$ cat config.mk
export PLATFORM = sky130hd
export DESIGN_NAME = qgs_queue
export DESIGN_NICKNAME = d
export VERILOG_FILES = /design/src/design/qgs_pkg.sv /design/src/design/qgs_queue.sv
export SDC_FILE = /design/constraint.sdc
export NUM_CORES = 1
export LEC_CHECK = 0
export BUFFER_PORTS_ARGS = -buffer_cell sky130_fd_sc_hd__buf_2
export CAP_MARGIN = 30
export CORE_AREA = 8 8 422 424
export DETAILED_ROUTE_END_ITERATION = 12
export DIE_AREA = 0 0 430 432
export GPL_ROUTABILITY_DRIVEN = 0
export PLACE_DENSITY = 0.44
export SYNTH_ARGS = -nofsm -noshare
export SYNTH_HDL_FRONTEND = slang
export SYNTH_SLANG_ARGS = --single-unit
$ cat constraint.sdc
create_clock -name clk -period 28.4 [get_ports clk]
set_input_delay 5.68 -clock clk [delete_from_list [all_inputs] [get_ports clk]]
set_output_delay 5.68 -clock clk [all_outputs]
set_load 0.05 [all_outputs]
$ cat src/design/qgs_pkg.sv
package qgs_pkg;

  localparam int CW            = 24;
  localparam int PPW           = CW + 2;
  localparam int PW            = 2 * CW + 2;
  localparam int MAX_CELLS_DEF = 64;
  localparam int QDEPTH        = 2;

  localparam logic [1:0] REG_ORIGIN_X = 2'd0;
  localparam logic [1:0] REG_ORIGIN_Y = 2'd1;
  localparam logic [1:0] REG_CELL_W   = 2'd2;
  localparam logic [1:0] REG_CELL_H   = 2'd3;

  localparam logic [CW-2:0] CELL_RESET = (CW-1)'(25600);

  typedef struct packed {
    logic                  start;
    logic [CW-1:0]         a;
    logic signed [CW:0]    b;
    logic [CW:0]           e;
  } qgs_mdreq_t;

  typedef struct packed {
    logic                  done;
    logic [CW-1:0]         q;
    logic [CW:0]           r;
  } qgs_mdres_t;

  typedef struct packed {
    logic                  degen;
    logic                  sw;
    logic [2:0]            kind;
    logic [CW-1:0]         ql;
    logic [CW-1:0]         qt;
    logic [CW-1:0]         qr;
    logic [CW-1:0]         qb;
    logic [CW-1:0]         xs;
    logic [CW-1:0]         xe;
    logic [CW-1:0]         ys;
    logic [CW-1:0]         ye;
    logic [CW-1:0]         w;
    logic [CW-1:0]         h;
    logic [CW-2:0]         cw;
    logic [CW-2:0]         ch;
    logic [PPW-1:0]        bx1;
    logic [PPW-1:0]        by1;
    logic [CW-1:0]         q1x;
    logic [CW:0]           r1x;
    logic [CW-1:0]         qsx;
    logic [CW:0]           rsx;
    logic [CW-1:0]         q1y;
    logic [CW:0]           r1y;
    logic [CW-1:0]         qsy;
    logic [CW:0]           rsy;
  } qgs_job_t;

endpackage

$ cat src/design/qgs_queue.sv
// Short FIFO of set-up jobs between the front and back ends.
module qgs_queue (
  input  logic              clk,
  input  logic              rst_n,
  input  logic              push,
  input  qgs_pkg::qgs_job_t wdata,
  output logic              full,
  input  logic              pop,
  output logic              empty,
  output qgs_pkg::qgs_job_t rdata
);

  localparam int DEPTH = qgs_pkg::QDEPTH;
  localparam int PTR_W = (DEPTH > 1) ? $clog2(DEPTH) : 1;
  localparam int CNT_W = $clog2(DEPTH + 1);

  qgs_pkg::qgs_job_t mem_r [DEPTH];
  logic [PTR_W-1:0]  wr_r, rd_r;
  logic [CNT_W-1:0]  cnt_r;

  assign full  = (cnt_r == CNT_W'(DEPTH));
  assign empty = (cnt_r == '0);
  assign rdata = mem_r[rd_r];

  always_ff @(posedge clk) begin
    if (!rst_n) begin
      wr_r  <= '0;
      rd_r  <= '0;
      cnt_r <= '0;
    end else begin
      if (push) begin
        wr_r <= (wr_r == PTR_W'(DEPTH - 1)) ? '0 : wr_r + 1'b1;
      end
      if (pop) begin
        rd_r <= (rd_r == PTR_W'(DEPTH - 1)) ? '0 : rd_r + 1'b1;
      end
      if (push && !pop) begin
        cnt_r <= cnt_r + 1'b1;
      end else if (pop && !push) begin
        cnt_r <= cnt_r - 1'b1;
      end
    end
    if (push) begin
      mem_r[wr_r] <= wdata;
    end
  end

endmodule

# Word level (Yosys, flattened, before mapping)
# Memory sizes are Yosys's and may differ from the RTL's. A register that Yosys moved wholly into a read port is not among the register bits.
# Cells that the tools add are included.
[word_totals] register_bits=4 inputBits=543 mem_bits_rw=1078 wordCells=23 mem_count=1 output_inout_bits=541
[op_classes] reduce_logical=6 n_mux=8 eq_ne=1 n_addsub=4
[memory_table] memory="mem_r" words=2 word_bits=539 read_ports=1 rd_clocked_by_memory_dff=1 write_ports=1 line_no="qgs_queue.sv:17" source="qgs_pkg::qgs_job_t mem_r [DEPTH];"
[op_table] op="$mux W1" count=6
[op_table] op="$mux W2" count=2
[op_table] op="$add A1 B1 Y1 const B" count=2
[op_table] op="$add A2 B1 Y2 const B" count=1
[op_table] op="$eq A2 B2 Y1 const B" count=1
[op_table] op="$logic_and A1 B1 Y1" count=2
[op_table] op="$logic_not A1 Y1" count=2
[op_table] op="$logic_not A2 Y1" count=1
[op_table] op="$reduce_bool A2 Y1" count=1
[op_table] op="$sub A2 B1 Y2 const B" count=1

# Logic depth before layout (Yosys ltp)
[logic_depth] word_depth=4 ltp_mapped=5 depth_no_buf=5

# Worst setup path before layout
# Ideal clock, no wire load.
[synth_timing] path_type="input to register" start="input port push" end="register wr_r" arrival_time_ns=30.395 cell_stages=2 setup_slack_ns=-2.163 n_path_buf=0 setup_time_ns=0.168 required_time_ns=28.232 cell_sequence="nor2b_1 -> o21a_1"
[synth_rtl] item="start: declaration" line_no="qgs_queue.sv:5" source="input logic push,"
[synth_rtl] item="end signal: assignment" line_no="qgs_queue.sv:32" source="wr_r <= (wr_r == PTR_W'(DEPTH - 1)) ? '0 : wr_r + 1'b1;"
[synth_rtl] item="end: declaration" line_no="qgs_queue.sv:18" source="logic [PTR_W-1:0] wr_r, rd_r;"

==> results.yml <==
clock_network:
  cts_tree: "built"
  number_of_clock_buffers_inserted_by_tritoncts: 118
  cts_setup_buffers: 0
  clock_sinks: 1083
  post_cts_resize_count: 0
  ctsHtreeMaxLevel: 3
  root_buffer: "clkbuf_16"
  post_cts_hold_buffer_count: 0
  clock_slew_at_the_register_clock_pins_of_the_worst_setup_and_hold_paths_ps: 60
  clock_latency_ps: 750
  clock_tree.buffer_depth: 3
status:
  status: "finished clean"
worst_setup_path:
  criticalPathCategory: "reg2out"
  critical_path.slowest_cell: "buf_4"
  worst_setup_path_end_kind: "output port"
  cp.required_ps: 22720
  timing.critical_path.fanout_max: 125
  start_kind: "flop"
  crit_chain: "buf_4 > buf_12 > buf_4 > mux2_2 > buf_2"
  worst-endpoint-arrival_ps: 4560
  critPathMaxStageDelay_ps: 810
  critical_path_buf_inv_count: 4
  worst_path_dominant_cell_family: "buffers and inverters"
  worst-r2r-setup-slack_ps: 23780
  crit_top_cell: "buf_4"
power_and_ir_drop:
  powerDensity_nw_per_um2: 78.6
  max-vdd-ir-drop_mv: 0.0476
  p_leak_nw: 18.5
synthesis:
  dominantRegCellSynth: "edfxtp_1"
  ys.warnings.count: 0
  post_synth_main_area_contributors: "edfxtp_1 (82%), mux2_2 (15%), buf_6 (1.7%), dfxtp_1 (0.25%), and2_1 (0.064%)"
  synthDistinctLibCells: 16
  area_share_of_the_largest_cell_type_after_synthesis: 0.823
  synth_enable_flop_cells: 1078
  synthMostInstantiatedCell: "edfxtp_1"
  synth-seq-cells: 1083
  syn_area_um2: 39300
  synthTopCellsByCount: "edfxtp_1 (1078), mux2_2 (539), buf_6 (58)"
  netlist_instances: 1699
  synth_area_per_cell_um2: 23.1
  synth_largest_area_cell: "edfxtp_1"
  syn_nets: 2243
  asyncSetResetFlopFracSynth: 0
  synth_sequential_area_ratio: 0.826
die:
  fp.dieH_um: 432
  ioPinCount: 1084
  coreArea_um2: 171000
  floorplan.die_area_um2: 186000
  die_width_um: 430
  initial_utilization: 0.230
  rows: 152
place:
  pre_cts_slack_ps: 18210
  detailed_place_hpwl_um: 93900
  portBuffers: 1083
route:
  drt_pass1_iterations: 4
  antenna_violating_nets_post_route: 0
  drt_wl_total_um: 127000
  detail_route.vias_per_cell: 4.02
  num_vias: 21000
  wl_per_cell_um: 24.4
  detailedRoute.firstIterationViolations: 1091
  drcViolationCount: 0
min_path:
  hold_path_class: "reg2reg"
finish:
  fin_util: 0.299
  post_route_cells_drive_above_1_share: 0.612
  flow.area_growth_from_synthesis_pct: 30.0
  final_nets: 3411
sta:
  setup_repair_after_global_routing_missed_its_margin: "no"
  timing.final.hold_violations: 0
  setup_viol: 0
  setup_tns_ps: 0
  timing.clock.skew_ps: 17.4
  finalWorstPathRequiredPeriod_ps: 10240
  min_period_over_period: 0.361
  slew_headroom: 0.304
  clock.fmax_mhz: 97.7
  worst_pin_slew_ps: 1040
  setup_ws_ps: 18160
  slew_viol_final: 0
grt:
  vias_in_the_first_global_route: 21700
  grt_max_degree: 142
  grt_overflow: 0
  grtUsageTotal: 0.129
  grt_first_pass_wirelength_um: 172000
  grt_antenna_before_repair: 80
job:
  maxCapViolations: 0
==> stage by stage <==
step           hold slack (ps)  area, um^2  std cells  total power [mW]
5_1_grt                    535       51100       5201              4.16
6_report                   508       51100       5221              4.02
3_3_place_gp               493       47100       4975              2.55
4_1_cts                    513       50900       5194              4.09
3_5_place_dp               502       47100       4976              2.55
2_1_floorplan              473       39300       1699              2.39
==> cells by family after synthesis <==
family	after synthesis	share of synthesized area
buffers and inverters	61	0.0170
xor gates and xnor gates	3	0.000668
and+or+nand+nor	9	0.00137
muxes	539	0.154
DFF	1083	0.826
AOI/OAI and AO/OA	3	0.000509
adders and majority gates	1	0.000318
==> power breakdown <==
group / total, mW / switching, mW / leakage [nW] / internal [mW]
sequential: 1.87 / 0.0183 / 10.2 / 1.85
clock: 1.51 / 0.639 / 1.86 / 0.873
combinational: 0.635 / 0.469 / 6.51 / 0.165
==> state kept, by name, indices dropped and copies added (netlist names), named ones only <==
| name | count |
|---|---|
| mem_r | 1078 |
| cnt_r | 2 |
| rd_r | 1 |
| wr_r | 1 |
==> area by class of cell <==
type                            instances  area (um^2)
Antenna cell                           23         57.6
Clock buffer                          139         3030
Clock inverter                         79          787
Fill cell                           17100       120000
Inverter                                1         3.75
Multi-Input combinational cell        555         6190
Sequential cell                      1083        32500
Tap cell                             2233         2790
Timing Repair Buffer                 1108         5770
==> cell usage in the layout (no fill, tap or decap), types with 2 or more instances in the layout <==
cell	synthesis	layout
inv_6	0	3
clkinvlp_4	0	4
clkinv_1	0	32
clkinv_2	0	21
buf_12	0	5
buf_4	0	15
edfxtp_1	1078	1078
xor2_1	2	2
bufinv_16	0	12
clkbuf_16	0	118
nor2b_1	3	2
and2_1	4	3
mux2_2	539	539
clkbuf_1	0	21
buf_16	0	5
buf_2	2	1083
clkinv_16	0	2
diode_2	0	23
dfxtp_1	5	4
inv_16	0	3
==> worst min-delay path, cell delays in order (launching register included) <==
cell and delay (ps):
dfxtp_1 330, o21ai_0 70, a21boi_0 70
==> final timing paths <==
path	start	to	cells past startpoint
hold / removal	cnt_r[1]	cnt_r[1]	2
hold reg to reg	cnt_r[1]	cnt_r[1]	2
setup reg to reg	wr_r	mem_r[1][146]	5
setup / recovery	flop	rdata[146]	5
==> per-layer routing <==
layer  global-route usage  share of wire  up-vias
li1                     -              -     9216
met1                0.137           0.36    10800
met2                0.241           0.54      693
met3               0.0499          0.075      232
met4               0.0302          0.025       30
met5                    0         0.0014        -
Note: power is estimated with default switching activity, not from simulation.
