### src/design/qgs_pkg.sv
package qgs_pkg;

  localparam int CW            = 24;
  localparam int PPW           = CW + 2;
  localparam int PW            = 2 * CW + 2;
  localparam int MAX_CELLS_DEF = 64;
  localparam int QDEPTH        = 2;

  localparam logic [1:0] REG_ORIGIN_X = 2'd0;
  localparam logic [1:0] REG_ORIGIN_Y = 2'd1;
  localparam logic [1:0] REG_CELL_W   = 2'd2;
  localparam logic [1:0] REG_CELL_H   = 2'd3;

  localparam logic [CW-2:0] CELL_RESET = (CW-1)'(25600);

  typedef struct packed {
    logic                  start;
    logic [CW-1:0]         a;
    logic signed [CW:0]    b;
    logic [CW:0]           e;
  } qgs_mdreq_t;

  typedef struct packed {
    logic                  done;
    logic [CW-1:0]         q;
    logic [CW:0]           r;
  } qgs_mdres_t;

  typedef struct packed {
    logic                  degen;
    logic                  sw;
    logic [2:0]            kind;
    logic [CW-1:0]         ql;
    logic [CW-1:0]         qt;
    logic [CW-1:0]         qr;
    logic [CW-1:0]         qb;
    logic [CW-1:0]         xs;
    logic [CW-1:0]         xe;
    logic [CW-1:0]         ys;
    logic [CW-1:0]         ye;
    logic [CW-1:0]         w;
    logic [CW-1:0]         h;
    logic [CW-2:0]         cw;
    logic [CW-2:0]         ch;
    logic [PPW-1:0]        bx1;
    logic [PPW-1:0]        by1;
    logic [CW-1:0]         q1x;
    logic [CW:0]           r1x;
    logic [CW-1:0]         qsx;
    logic [CW:0]           rsx;
    logic [CW-1:0]         q1y;
    logic [CW:0]           r1y;
    logic [CW-1:0]         qsy;
    logic [CW:0]           rsy;
  } qgs_job_t;

endpackage

### src/design/qgs_if.sv
interface qgs_in_if;
  logic                            valid;
  logic                            ready;
  logic signed [qgs_pkg::CW-1:0]   quad_left;
  logic signed [qgs_pkg::CW-1:0]   quad_top;
  logic signed [qgs_pkg::CW-1:0]   quad_right;
  logic signed [qgs_pkg::CW-1:0]   quad_bottom;
  logic signed [qgs_pkg::CW-1:0]   tex_u_start;
  logic signed [qgs_pkg::CW-1:0]   tex_v_start;
  logic signed [qgs_pkg::CW-1:0]   tex_u_end;
  logic signed [qgs_pkg::CW-1:0]   tex_v_end;
  logic                            uv_swapped;
  logic [2:0]                      quad_kind;

  modport source (output valid, quad_left, quad_top, quad_right, quad_bottom,
                  tex_u_start, tex_v_start, tex_u_end, tex_v_end, uv_swapped,
                  quad_kind, input ready);
  modport sink (input valid, quad_left, quad_top, quad_right, quad_bottom,
                tex_u_start, tex_v_start, tex_u_end, tex_v_end, uv_swapped,
                quad_kind, output ready);
endinterface


### src/design/qgs_muldiv.sv
// Computes floor(a * b / e) and the nonnegative remainder, e > 0.
// The product is formed in the multiply state, then divided one bit per cycle.
module qgs_muldiv (
  input  logic                clk,
  input  logic                rst_n,
  input  qgs_pkg::qgs_mdreq_t req,
  output qgs_pkg::qgs_mdres_t res
);

  localparam int CW    = qgs_pkg::CW;
  localparam int PW    = qgs_pkg::PW;
  localparam int CNT_W = $clog2(PW);

  localparam logic [1:0] MD_IDLE = 2'd0;
  localparam logic [1:0] MD_MUL  = 2'd1;
  localparam logic [1:0] MD_DIV  = 2'd2;
  localparam logic [1:0] MD_FIX  = 2'd3;

  logic [1:0]         state_r, state_nxt;
  logic [CNT_W-1:0]   cnt_r, cnt_nxt;
  logic               neg_r, neg_nxt;
  logic [PW-1:0]      dvd_r, dvd_nxt;
  logic [CW:0]        rem_r, rem_nxt;
  logic [CW-1:0]      quo_r, quo_nxt;
  logic [CW:0]        e_r, e_nxt;
  logic [CW-1:0]      a_r, a_nxt;
  logic signed [CW:0] b_r, b_nxt;

  logic signed [PW-1:0] prod;
  logic [CW+1:0]        remsh;
  logic                 ge;

  always_comb begin
    state_nxt = state_r;
    cnt_nxt   = cnt_r;
    neg_nxt   = neg_r;
    dvd_nxt   = dvd_r;
    rem_nxt   = rem_r;
    quo_nxt   = quo_r;
    e_nxt     = e_r;
    a_nxt     = a_r;
    b_nxt     = b_r;
    prod      = $signed({1'b0, a_r}) * b_r;
    remsh     = {rem_r, dvd_r[PW-1]};
    ge        = remsh >= {1'b0, e_r};
    res.done  = 1'b0;
    res.q     = quo_r;
    res.r     = rem_r;
    unique case (state_r)
      MD_IDLE: begin
        if (req.start) begin
          a_nxt     = req.a;
          b_nxt     = req.b;
          e_nxt     = req.e;
          state_nxt = MD_MUL;
        end
      end
      MD_MUL: begin
        neg_nxt   = prod[PW-1];
        dvd_nxt   = prod[PW-1] ? PW'(-prod) : PW'(prod);
        rem_nxt   = '0;
        cnt_nxt   = '0;
        state_nxt = MD_DIV;
      end
      MD_DIV: begin
        rem_nxt = ge ? (CW+1)'(remsh - {1'b0, e_r}) : remsh[CW:0];
        quo_nxt = {quo_r[CW-2:0], ge};
        dvd_nxt = {dvd_r[PW-2:0], 1'b0};
        cnt_nxt = cnt_r + 1'b1;
        if (cnt_r == CNT_W'(PW - 1)) begin
          state_nxt = MD_FIX;
        end
      end
      MD_FIX: begin
        // Turn the magnitude quotient into a floor with nonnegative remainder.
        res.done = 1'b1;
        if (neg_r && (rem_r != '0)) begin
          res.q = ~quo_r;
          res.r = e_r - rem_r;
        end else if (neg_r) begin
          res.q = -quo_r;
        end
        state_nxt = MD_IDLE;
      end
      default: state_nxt = MD_IDLE;
    endcase
  end

  always_ff @(posedge clk) begin
    if (!rst_n) begin
      state_r <= MD_IDLE;
    end else begin
      state_r <= state_nxt;
    end
    cnt_r <= cnt_nxt;
    neg_r <= neg_nxt;
    dvd_r <= dvd_nxt;
    rem_r <= rem_nxt;
    quo_r <= quo_nxt;
    e_r   <= e_nxt;
    a_r   <= a_nxt;
    b_r   <= b_nxt;
  end

endmodule

### src/design/qgs_front.sv
// Accepts a quad, sorts out the degenerate case, and runs the grid and
// interpolation setup through the shared multiply-divide unit.
module qgs_front (
  input  logic                   clk,
  input  logic                   rst_n,
  qgs_in_if.sink                 in_if,
  input  logic [qgs_pkg::CW-1:0] ox,
  input  logic [qgs_pkg::CW-1:0] oy,
  input  logic [qgs_pkg::CW-2:0] cw,
  input  logic [qgs_pkg::CW-2:0] ch,
  output logic                   push,
  input  logic                   full,
  output qgs_pkg::qgs_job_t      job
);

  localparam int CW  = qgs_pkg::CW;

  localparam logic [1:0] F_IDLE = 2'd0;
  localparam logic [1:0] F_REQ  = 2'd1;
  localparam logic [1:0] F_WAIT = 2'd2;
  localparam logic [1:0] F_PUSH = 2'd3;

  localparam logic [2:0] OP_GRID_X  = 3'd0;
  localparam logic [2:0] OP_GRID_Y  = 3'd1;
  localparam logic [2:0] OP_FIRST_X = 3'd2;
  localparam logic [2:0] OP_STEP_X  = 3'd3;
  localparam logic [2:0] OP_FIRST_Y = 3'd4;
  localparam logic [2:0] OP_STEP_Y  = 3'd5;

  logic [1:0]    state_r;
  logic [2:0]    op_r;
  qgs_pkg::qgs_job_t job_r;
  logic [CW:0]   remx_r, remy_r;

  qgs_pkg::qgs_mdreq_t req;
  qgs_pkg::qgs_mdres_t res;

  logic signed [CW:0] dx, dy, gx, gy;
  logic [CW-2:0]      t1x, t1y;
  logic               in_degen;

  assign in_if.ready = (state_r == F_IDLE);
  assign push        = (state_r == F_PUSH) && !full;
  assign job         = job_r;

  assign in_degen = ($signed(in_if.quad_right) <= $signed(in_if.quad_left)) ||
                    ($signed(in_if.quad_bottom) <= $signed(in_if.quad_top));

  assign dx  = $signed({job_r.xe[CW-1], job_r.xe}) - $signed({job_r.xs[CW-1], job_r.xs});
  assign dy  = $signed({job_r.ye[CW-1], job_r.ye}) - $signed({job_r.ys[CW-1], job_r.ys});
  assign gx  = $signed({job_r.ql[CW-1], job_r.ql}) - $signed({ox[CW-1], ox});
  assign gy  = $signed({job_r.qt[CW-1], job_r.qt}) - $signed({oy[CW-1], oy});
  assign t1x = cw - remx_r[CW-2:0];
  assign t1y = ch - remy_r[CW-2:0];

  always_comb begin
    req.start = (state_r == F_REQ);
    req.a     = CW'(1);
    req.b     = gx;
    req.e     = {2'b00, cw};
    unique case (op_r)
      OP_GRID_X: begin
        req.b = gx;
        req.e = {2'b00, cw};
      end
      OP_GRID_Y: begin
        req.b = gy;
        req.e = {2'b00, ch};
      end
      OP_FIRST_X: begin
        req.a = {1'b0, t1x};
        req.b = dx;
        req.e = {1'b0, job_r.w};
      end
      OP_STEP_X: begin
        req.a = {1'b0, cw};
        req.b = dx;
        req.e = {1'b0, job_r.w};
      end
      OP_FIRST_Y: begin
        req.a = {1'b0, t1y};
        req.b = dy;
        req.e = {1'b0, job_r.h};
      end
      OP_STEP_Y: begin
        req.a = {1'b0, ch};
        req.b = dy;
        req.e = {1'b0, job_r.h};
      end
      default: begin
        req.a = CW'(1);
      end
    endcase
  end

  qgs_muldiv u_md (
    .clk   (clk),
    .rst_n (rst_n),
    .req   (req),
    .res   (res)
  );

  always_ff @(posedge clk) begin
    if (!rst_n) begin
      state_r <= F_IDLE;
      op_r    <= OP_GRID_X;
    end else begin
      unique case (state_r)
        F_IDLE: begin
          if (in_if.valid) begin
            op_r    <= OP_GRID_X;
            state_r <= in_degen ? F_PUSH : F_REQ;
          end
        end
        F_REQ: state_r <= F_WAIT;
        F_WAIT: begin
          if (res.done) begin
            if (op_r == OP_STEP_Y) begin
              state_r <= F_PUSH;
            end else begin
              op_r    <= op_r + 3'd1;
              state_r <= F_REQ;
            end
          end
        end
        F_PUSH: begin
          if (!full) begin
            state_r <= F_IDLE;
          end
        end
        default: state_r <= F_IDLE;
      endcase
    end
  end

  always_ff @(posedge clk) begin
    if (in_if.ready && in_if.valid) begin
      job_r.degen <= in_degen;
      job_r.sw    <= in_if.uv_swapped;
      job_r.kind  <= in_if.quad_kind;
      job_r.ql    <= in_if.quad_left;
      job_r.qt    <= in_if.quad_top;
      job_r.qr    <= in_if.quad_right;
      job_r.qb    <= in_if.quad_bottom;
      // The x axis carries u unless swapped; the back end undoes the swap.
      job_r.xs    <= in_if.uv_swapped ? in_if.tex_v_start : in_if.tex_u_start;
      job_r.xe    <= in_if.uv_swapped ? in_if.tex_v_end : in_if.tex_u_end;
      job_r.ys    <= in_if.uv_swapped ? in_if.tex_u_start : in_if.tex_v_start;
      job_r.ye    <= in_if.uv_swapped ? in_if.tex_u_end : in_if.tex_v_end;
      job_r.w     <= CW'(in_if.quad_right - in_if.quad_left);
      job_r.h     <= CW'(in_if.quad_bottom - in_if.quad_top);
      job_r.cw    <= cw;
      job_r.ch    <= ch;
    end
    if (state_r == F_WAIT && res.done) begin
      unique case (op_r)
        OP_GRID_X:  remx_r <= res.r;
        OP_GRID_Y:  remy_r <= res.r;
        OP_FIRST_X: begin
          job_r.q1x <= res.q;
          job_r.r1x <= res.r;
          job_r.bx1 <= {{2{job_r.ql[CW-1]}}, job_r.ql} + {3'b000, t1x};
        end
        OP_STEP_X: begin
          job_r.qsx <= res.q;
          job_r.rsx <= res.r;
        end
        OP_FIRST_Y: begin
          job_r.q1y <= res.q;
          job_r.r1y <= res.r;
          job_r.by1 <= {{2{job_r.qt[CW-1]}}, job_r.qt} + {3'b000, t1y};
        end
        OP_STEP_Y: begin
          job_r.qsy <= res.q;
          job_r.rsy <= res.r;
        end
        default: begin
          job_r.qsy <= res.q;
        end
      endcase
    end
  end

endmodule

### src/flat_wrapper.sv
// flat-port wrapper written by rule: the top's interface ports become plain ports
module qgs_front_flat 
  (clk, rst_n, ox, oy, cw, ch, push, full, job, in_if_valid, in_if_quad_left, in_if_quad_top, in_if_quad_right, in_if_quad_bottom, in_if_tex_u_start, in_if_tex_v_start, in_if_tex_u_end, in_if_tex_v_end, in_if_uv_swapped, in_if_quad_kind, in_if_ready);
  qgs_in_if in_if_i ();
  input  logic clk;
  input  logic rst_n;
  input  logic [qgs_pkg::CW-1:0] ox;
  input  logic [qgs_pkg::CW-1:0] oy;
  input  logic [qgs_pkg::CW-2:0] cw;
  input  logic [qgs_pkg::CW-2:0] ch;
  output logic push;
  input  logic full;
  output qgs_pkg::qgs_job_t job;
  input wire logic [$bits(in_if_i.valid)-1:0] in_if_valid;
  input wire logic [$bits(in_if_i.quad_left)-1:0] in_if_quad_left;
  input wire logic [$bits(in_if_i.quad_top)-1:0] in_if_quad_top;
  input wire logic [$bits(in_if_i.quad_right)-1:0] in_if_quad_right;
  input wire logic [$bits(in_if_i.quad_bottom)-1:0] in_if_quad_bottom;
  input wire logic [$bits(in_if_i.tex_u_start)-1:0] in_if_tex_u_start;
  input wire logic [$bits(in_if_i.tex_v_start)-1:0] in_if_tex_v_start;
  input wire logic [$bits(in_if_i.tex_u_end)-1:0] in_if_tex_u_end;
  input wire logic [$bits(in_if_i.tex_v_end)-1:0] in_if_tex_v_end;
  input wire logic [$bits(in_if_i.uv_swapped)-1:0] in_if_uv_swapped;
  input wire logic [$bits(in_if_i.quad_kind)-1:0] in_if_quad_kind;
  output wire logic [$bits(in_if_i.ready)-1:0] in_if_ready;
  assign in_if_i.valid = in_if_valid;
  assign in_if_i.quad_left = in_if_quad_left;
  assign in_if_i.quad_top = in_if_quad_top;
  assign in_if_i.quad_right = in_if_quad_right;
  assign in_if_i.quad_bottom = in_if_quad_bottom;
  assign in_if_i.tex_u_start = in_if_tex_u_start;
  assign in_if_i.tex_v_start = in_if_tex_v_start;
  assign in_if_i.tex_u_end = in_if_tex_u_end;
  assign in_if_i.tex_v_end = in_if_tex_v_end;
  assign in_if_i.uv_swapped = in_if_uv_swapped;
  assign in_if_i.quad_kind = in_if_quad_kind;
  assign in_if_ready = in_if_i.ready;
  qgs_front u_core (.clk(clk), .rst_n(rst_n), .in_if(in_if_i), .ox(ox), .oy(oy), .cw(cw), .ch(ch), .push(push), .full(full), .job(job));
endmodule
### config.mk
export PLATFORM = sky130hd
export DESIGN_NAME = qgs_front_flat
export DESIGN_NICKNAME = d
export VERILOG_FILES = /design/src/design/qgs_pkg.sv /design/src/design/qgs_if.sv /design/src/design/qgs_muldiv.sv /design/src/design/qgs_front.sv /design/src/flat_wrapper.sv
export SDC_FILE = /design/constraint.sdc
export NUM_CORES = 2
export LEC_CHECK = 0
export BUFFER_PORTS_ARGS = -buffer_cell sky130_fd_sc_hd__buf_2
export CAP_MARGIN = 15
export CELL_PAD_IN_SITES_DETAIL_PLACEMENT = 0
export CELL_PAD_IN_SITES_GLOBAL_PLACEMENT = 1
export CORE_MARGIN = 4
export CORE_UTILIZATION = 47
export DETAILED_ROUTE_END_ITERATION = 8
export GPL_ROUTABILITY_DRIVEN = 0
export GPL_TIMING_DRIVEN = 0
export PLACE_DENSITY = 0.84
export SETUP_SLACK_MARGIN = 0.2
export SYNTH_ARGS = -nofsm -noshare
export SYNTH_HDL_FRONTEND = slang
export SYNTH_SLANG_ARGS = --single-unit
export TNS_END_PERCENT = 5
### constraint.sdc
create_clock -name clk -period 16.6 [get_ports clk]
set_input_delay 1.66 -clock clk [delete_from_list [all_inputs] [get_ports clk]]
set_output_delay 1.66 -clock clk [all_outputs]
set_load 0.01 [all_outputs]
# Word level (Yosys, flattened, before mapping)
# Cells that the tools add are included.
# Widths: inputs -> output; s select.
[totals]
register_bits = 772
out_inout_bits = 541
wordCells = 132
[classes]
add_sub_neg = 16
n_mul = 1
n_lt_le_gt_ge = 3
n_eq_ne = 18
n_mux = 28
bitwise_logic = 2
reduce_logical = 26
[op_table]
columns = ["operator", "n"]
rows = [
  ["$pmux 50 s3", 1],
  ["$mux 24", 6],
  ["$mux 50", 2],
  ["$pmux 50 s2", 1],
  ["$sub 24x24->25", 4],
  ["$pmux 23 s4", 1],
  ["$add 24x24->25", 2],
  ["$mul 25x25->50", 1],
  ["$mux 25", 2],
  ["$neg 50->50", 1],
  ["$pmux 25 s2", 1],
  ["$sub 25x25->25", 2],
  ["$le 24x24->1", 2],
  ["$sub 24x24->24", 2],
  ["$sub 23x23->23", 2],
  ["$ge 26x25->1", 1],
  ["$reduce_bool 25->1", 1],
  ["$neg 24->24", 1],
  ["$not 24->24", 1],
  ["$reduce_and 2->1", 9],
  ["$pmux 2 s4", 2],
  ["$mux 2", 7],
  ["$pmux 6 s2", 1],
  ["$mux 3", 3],
  ["22 further kinds", 38],
]

# Depth between registers and ports, before layout
[logic_depth]
depth_word = 6
mapped_depth = 32

# Modules after synthesis
# From an unflattened synthesis, not the netlist that was laid out.
[hier_totals]
hier_cells = 6240
area_unflattened_um2 = 64391.8
[by_module_without_submodules]
columns = ["mod", "instances", "cells_each", "area_each_um2"]
rows = [
  ["qgs_front", 1, 2706, 32281.0],
  ["qgs_muldiv", 1, 3534, 32110.8],
]

# Worst setup path before layout
# Ideal clock, no wire load.
[synth_path]
path_type = "input-to-reg"
startpoint = "in in_if_valid"
endpoint = "reg u_core.job_r, in the netlist u_core.job[248] (enable)"
t_arrival_ns = 13.817
t_required_ns = 15.651
slack_ns = 1.833
cell_stages = 2
path_cell_list = "nand2b_1 > nor2_1"
[synth_between]
elab_chain_cells = 1
[synth_rtl]
columns = ["element", "line", "source"]
rows = [
  ["start, declared", "flat_wrapper.sv:14", "input wire logic [$bits(in_if_i.valid)-1:0] in_if_valid;"],
  ["$logic_and 1x1->1", "qgs_front.sv:137", "if (in_if.ready && in_if.valid) begin"],
  ["end, declared", "qgs_front.sv:32", "qgs_pkg::qgs_job_t job_r;"],
]
# No other way between the ends.
# A chain may end at the register's enable or synchronous reset.

# Worst setup path after layout
[layout_path]
startpoint = "reg u_core.u_md.a_r[12]"
endpoint = "reg u_core.u_md.dvd_r[39] (data pin)"
[layout_between]
word_cells_on_any_way = 4
[layout_rtl]
columns = ["element", "line", "source"]
rows = [
  ["start, declared", "qgs_muldiv.sv:26", "logic [CW-1:0] a_r, a_nxt;"],
  ["start signal, assigned", "qgs_muldiv.sv:101", "a_r <= a_nxt;"],
  ["$mul 25x25->50", "qgs_muldiv.sv:43", "prod = $signed({1'b0, a_r}) * b_r;"],
  ["net u_core.u_md.prod[49]", "qgs_muldiv.sv:29", "logic signed [PW-1:0] prod;"],
  ["$mux 50", "qgs_muldiv.sv:60", "dvd_nxt = prod[PW-1] ? PW'(-prod) : PW'(prod);"],
  ["$pmux 50 s2", "qgs_muldiv.sv:49", "unique case (state_r)"],
  ["net u_core.u_md.dvd_nxt[39]", "qgs_muldiv.sv:22", "logic [PW-1:0] dvd_r, dvd_nxt;"],
  ["end signal, assigned", "qgs_muldiv.sv:97", "dvd_r <= dvd_nxt;"],
  ["end, declared", "qgs_muldiv.sv:22", ""],
]
# The timed path passes the listed nets, and every way through them passes these cells.

==> flow_summary.ini <==
[setup_path]
cpPeakStageDelay_ns = 0.96
crit_arrival_ns = 11.38
reg2reg_depth = 29
critPathSlowestCell = edfxtp_1
path_class = flop to flop
r2r_setup_slack_ns = 5.74
r2r-start = u_core.u_md.a_r[12]
crit_path_max_fanout = 10
cpMostUsedCell = fa_1
crit_path_end_kind = flop
critical_path_required_ns = 17.13
r2r_end = u_core.u_md.dvd_r[39]
startpoint_type = flop

[global_routing]
antenna_found_initial = 51
grt_max_degree = 53
grt-ovfl-total = 0
grt_pass1_vias = 50600
track_usage_pct = 33.8
grt_pass1_wl_mm = 339

[placed_design]
hpwl_mm = 197
placed_cells = 8655
io_buffers = 834
place_area_mm2 = 0.0695

[layout]
layout_commonest_cell = inv_1
drive_gt1_share_pct = 16.7
final_nets = 8289
syn_to_final_growth_pct = 16.2
fin_area_mm2 = 0.0726
final_cells = 8856
layout_common_cells = inv_1 (924), buf_2 (838), edfxtp_1 (761)

[sta]
slew_headroom_pct = 10.1
hold_viol = 0
finalSetupViolCount = 0
final_max_slew_viol_count = 0
hold_slack_ns = 0.448
grt_setup_unrepaired = false
fin_skew_ns = 0.0507
max_freq_ghz = 0.0921
tightest_slew_ns = 1.33
timing.final.crit_share_pct = 65.4
setup_tns_ns = 0
min_period_ns = 10.86

[detailed_routing]
routed_via_density = 5.82
drtIter0Drc = 5993
num_vias = 51500
wl_per_cell_um = 27.0
drc_errors = 0
drtAntennaViolNets = 0
wl_mm = 239
firstDrtPassIters = 8

[flow_run]
max_cap_viol_count = 0

[synthesis]
synth_area_mm2 = 0.0625
yosysSeqAreaShare_pct = 36.8
synthCells = 6023
synth_cell_types = 93
avgSynthCellArea_um2 = 10.4
ys_ff_latch = 768
synthArstFlopShare_pct = 0
synth_warnings = 0
synthFlopType = edfxtp_1
synthesis.nets = 7318
synth-edff-count = 761

[clocking]
cts_max_path_buffers = 3
cts_buffers = 87
postCtsHoldBufs = 0
insertion_delay_ns = 0.73
h-tree-depth = 3
cts.sink_count = 768
cts_tree = yes
post_cts_buffers = 0
cts_resized = 0
cts_root_buf = clkbuf_16
cts.clk_slew.worst_paths_ns = 0.06

[status]
outcome = finished, final reports clean

[floorplan]
die_w_um = 373
start_util_pct = 47.4
fp-row-count = 133
core_region_area_mm2 = 0.132
io_pins = 835
die_h_um = 373
die_area_mm2 = 0.139

[hold_path]
min-delay-start = u_core.u_md.quo_r[22]
hold_class = flop to flop
whs_endpoint = u_core.u_md.quo_r[23]
timing.hold.worst_path_depth = 0
[cell usage after synthesis (11+ instances only)]
master,number,area share [%]
or4_1,12,0.14
nand3b_1,11,0.13
a222oi_1,39,0.63
a21boi_0,33,0.40
edfxtp_1,761,37
or3_1,44,0.44
inv_1,924,5.6
and3_1,31,0.31
a21oi_1,263,2.1
o21ai_0,213,1.7
mux2_2,99,1.8
nand4_1,33,0.33
xnor2_1,190,2.7
nor2b_1,53,0.53
a211oi_1,29,0.35
o211ai_1,25,0.30
buf_1,13,0.078
nand3_1,90,0.72
a21o_1,109,1.3
o22ai_1,15,0.15
nor2_1,307,1.8
o31ai_1,27,0.32
a22oi_1,12,0.14
nand2b_1,61,0.61
nand2_1,547,3.3
o41ai_1,17,0.24
and2_1,301,3.0
o21bai_1,40,0.48
a31oi_1,52,0.52
xor2_1,103,1.4
o21a_1,34,0.41
fa_1,492,16
or2_2,18,0.18
a211o_1,11,0.15
nor3_1,109,0.87
ha_1,509,10
clkbuf_1,188,1.1
nor4_1,21,0.21
[worst max-delay path, delay by kind of cell, from the launching register on]
family          cells  cell delay [ns]
mux                 1             0.91
simple gates        3             0.43
flops               1             0.96
buf+inv            10             2.44
compound gates      7             1.97
fa+ha+maj           8             3.92
[final cells by class]
cell class,instances,area (um2)
fill,11800,59200
multi-input combinational,4123,35300
sequential,768,23000
timing repair buffer,882,4800
inverter,925,3470
clock buffer,101,2230
tap,1755,2200
buffer,207,796
clock inverter,59,714
antenna,36,90.1
[flip-flops by register name, summed over array words and instances, names as in the netlist, 24 cells and up]
| signal | count |
|---|---|
| u_core.u_md.e_r | 24 |
| u_core.u_md.b_r | 25 |
| u_core.u_md.dvd_r | 50 |
| u_core.u_md.rem_r | 25 |
| u_core.u_md.quo_r | 24 |
| u_core.job | 537 |
[how the worst max path moves through the flow]
stage / start / end / slack (ns) / depth (start not counted)
floorplan: in_if_valid / u_core.job[248] / 1.83 / 2
detailed placement: u_core.u_md.a_r[12] / u_core.u_md.dvd_r[39] / 5.97 / 29
finish: u_core.u_md.a_r[12] / u_core.u_md.dvd_r[39] / 5.74 / 29
global route: u_core.u_md.a_r[12] / u_core.u_md.dvd_r[39] / 5.34 / 29
CTS: u_core.u_md.a_r[12] / u_core.u_md.dvd_r[39] / 5.94 / 29
global placement: in_if_valid / u_core.job[344] / -3.65 / 3
[per-layer routing]
| metal | GRT usage [%] | vias up | share of wire [%] |
|---|---|---|---|
| met2 | 51.2 | 2951 | 44 |
| met4 | 23.4 | 28 | 8.2 |
| li1 | - | 22600 | - |
| met5 | 0 | - | 0.081 |
| met1 | 41.6 | 25300 | 36 |
| met3 | 10.2 | 703 | 12 |
[per-stage QoR]
stage	worst slack, ns	util (%)
after global placement	-3.65	52.2
after detailed placement	5.97	52.7
after floorplan	1.83	-
after global routing	5.34	55.0
final	5.74	55.1
after CTS	5.94	54.9
[cells by family (layout without fill, tap and decap cells)]
family | after synthesis | after routing | synth area share [%]
other | 0 | 36 | 0
AOI/OAI and AO/OA | 1041 | 1041 | 11.1
xor gates and xnor gates | 294 | 294 | 4.14
and+or+nand+nor | 1678 | 1678 | 13.2
DFF | 768 | 768 | 36.8
muxes | 109 | 109 | 1.95
buffers and inverters | 1132 | 2174 | 6.83
adders and majority gates | 1001 | 1001 | 26.0
Power is not shown: default switching activity piles up to over one toggle a cycle in this logic, so the estimate is an artifact.
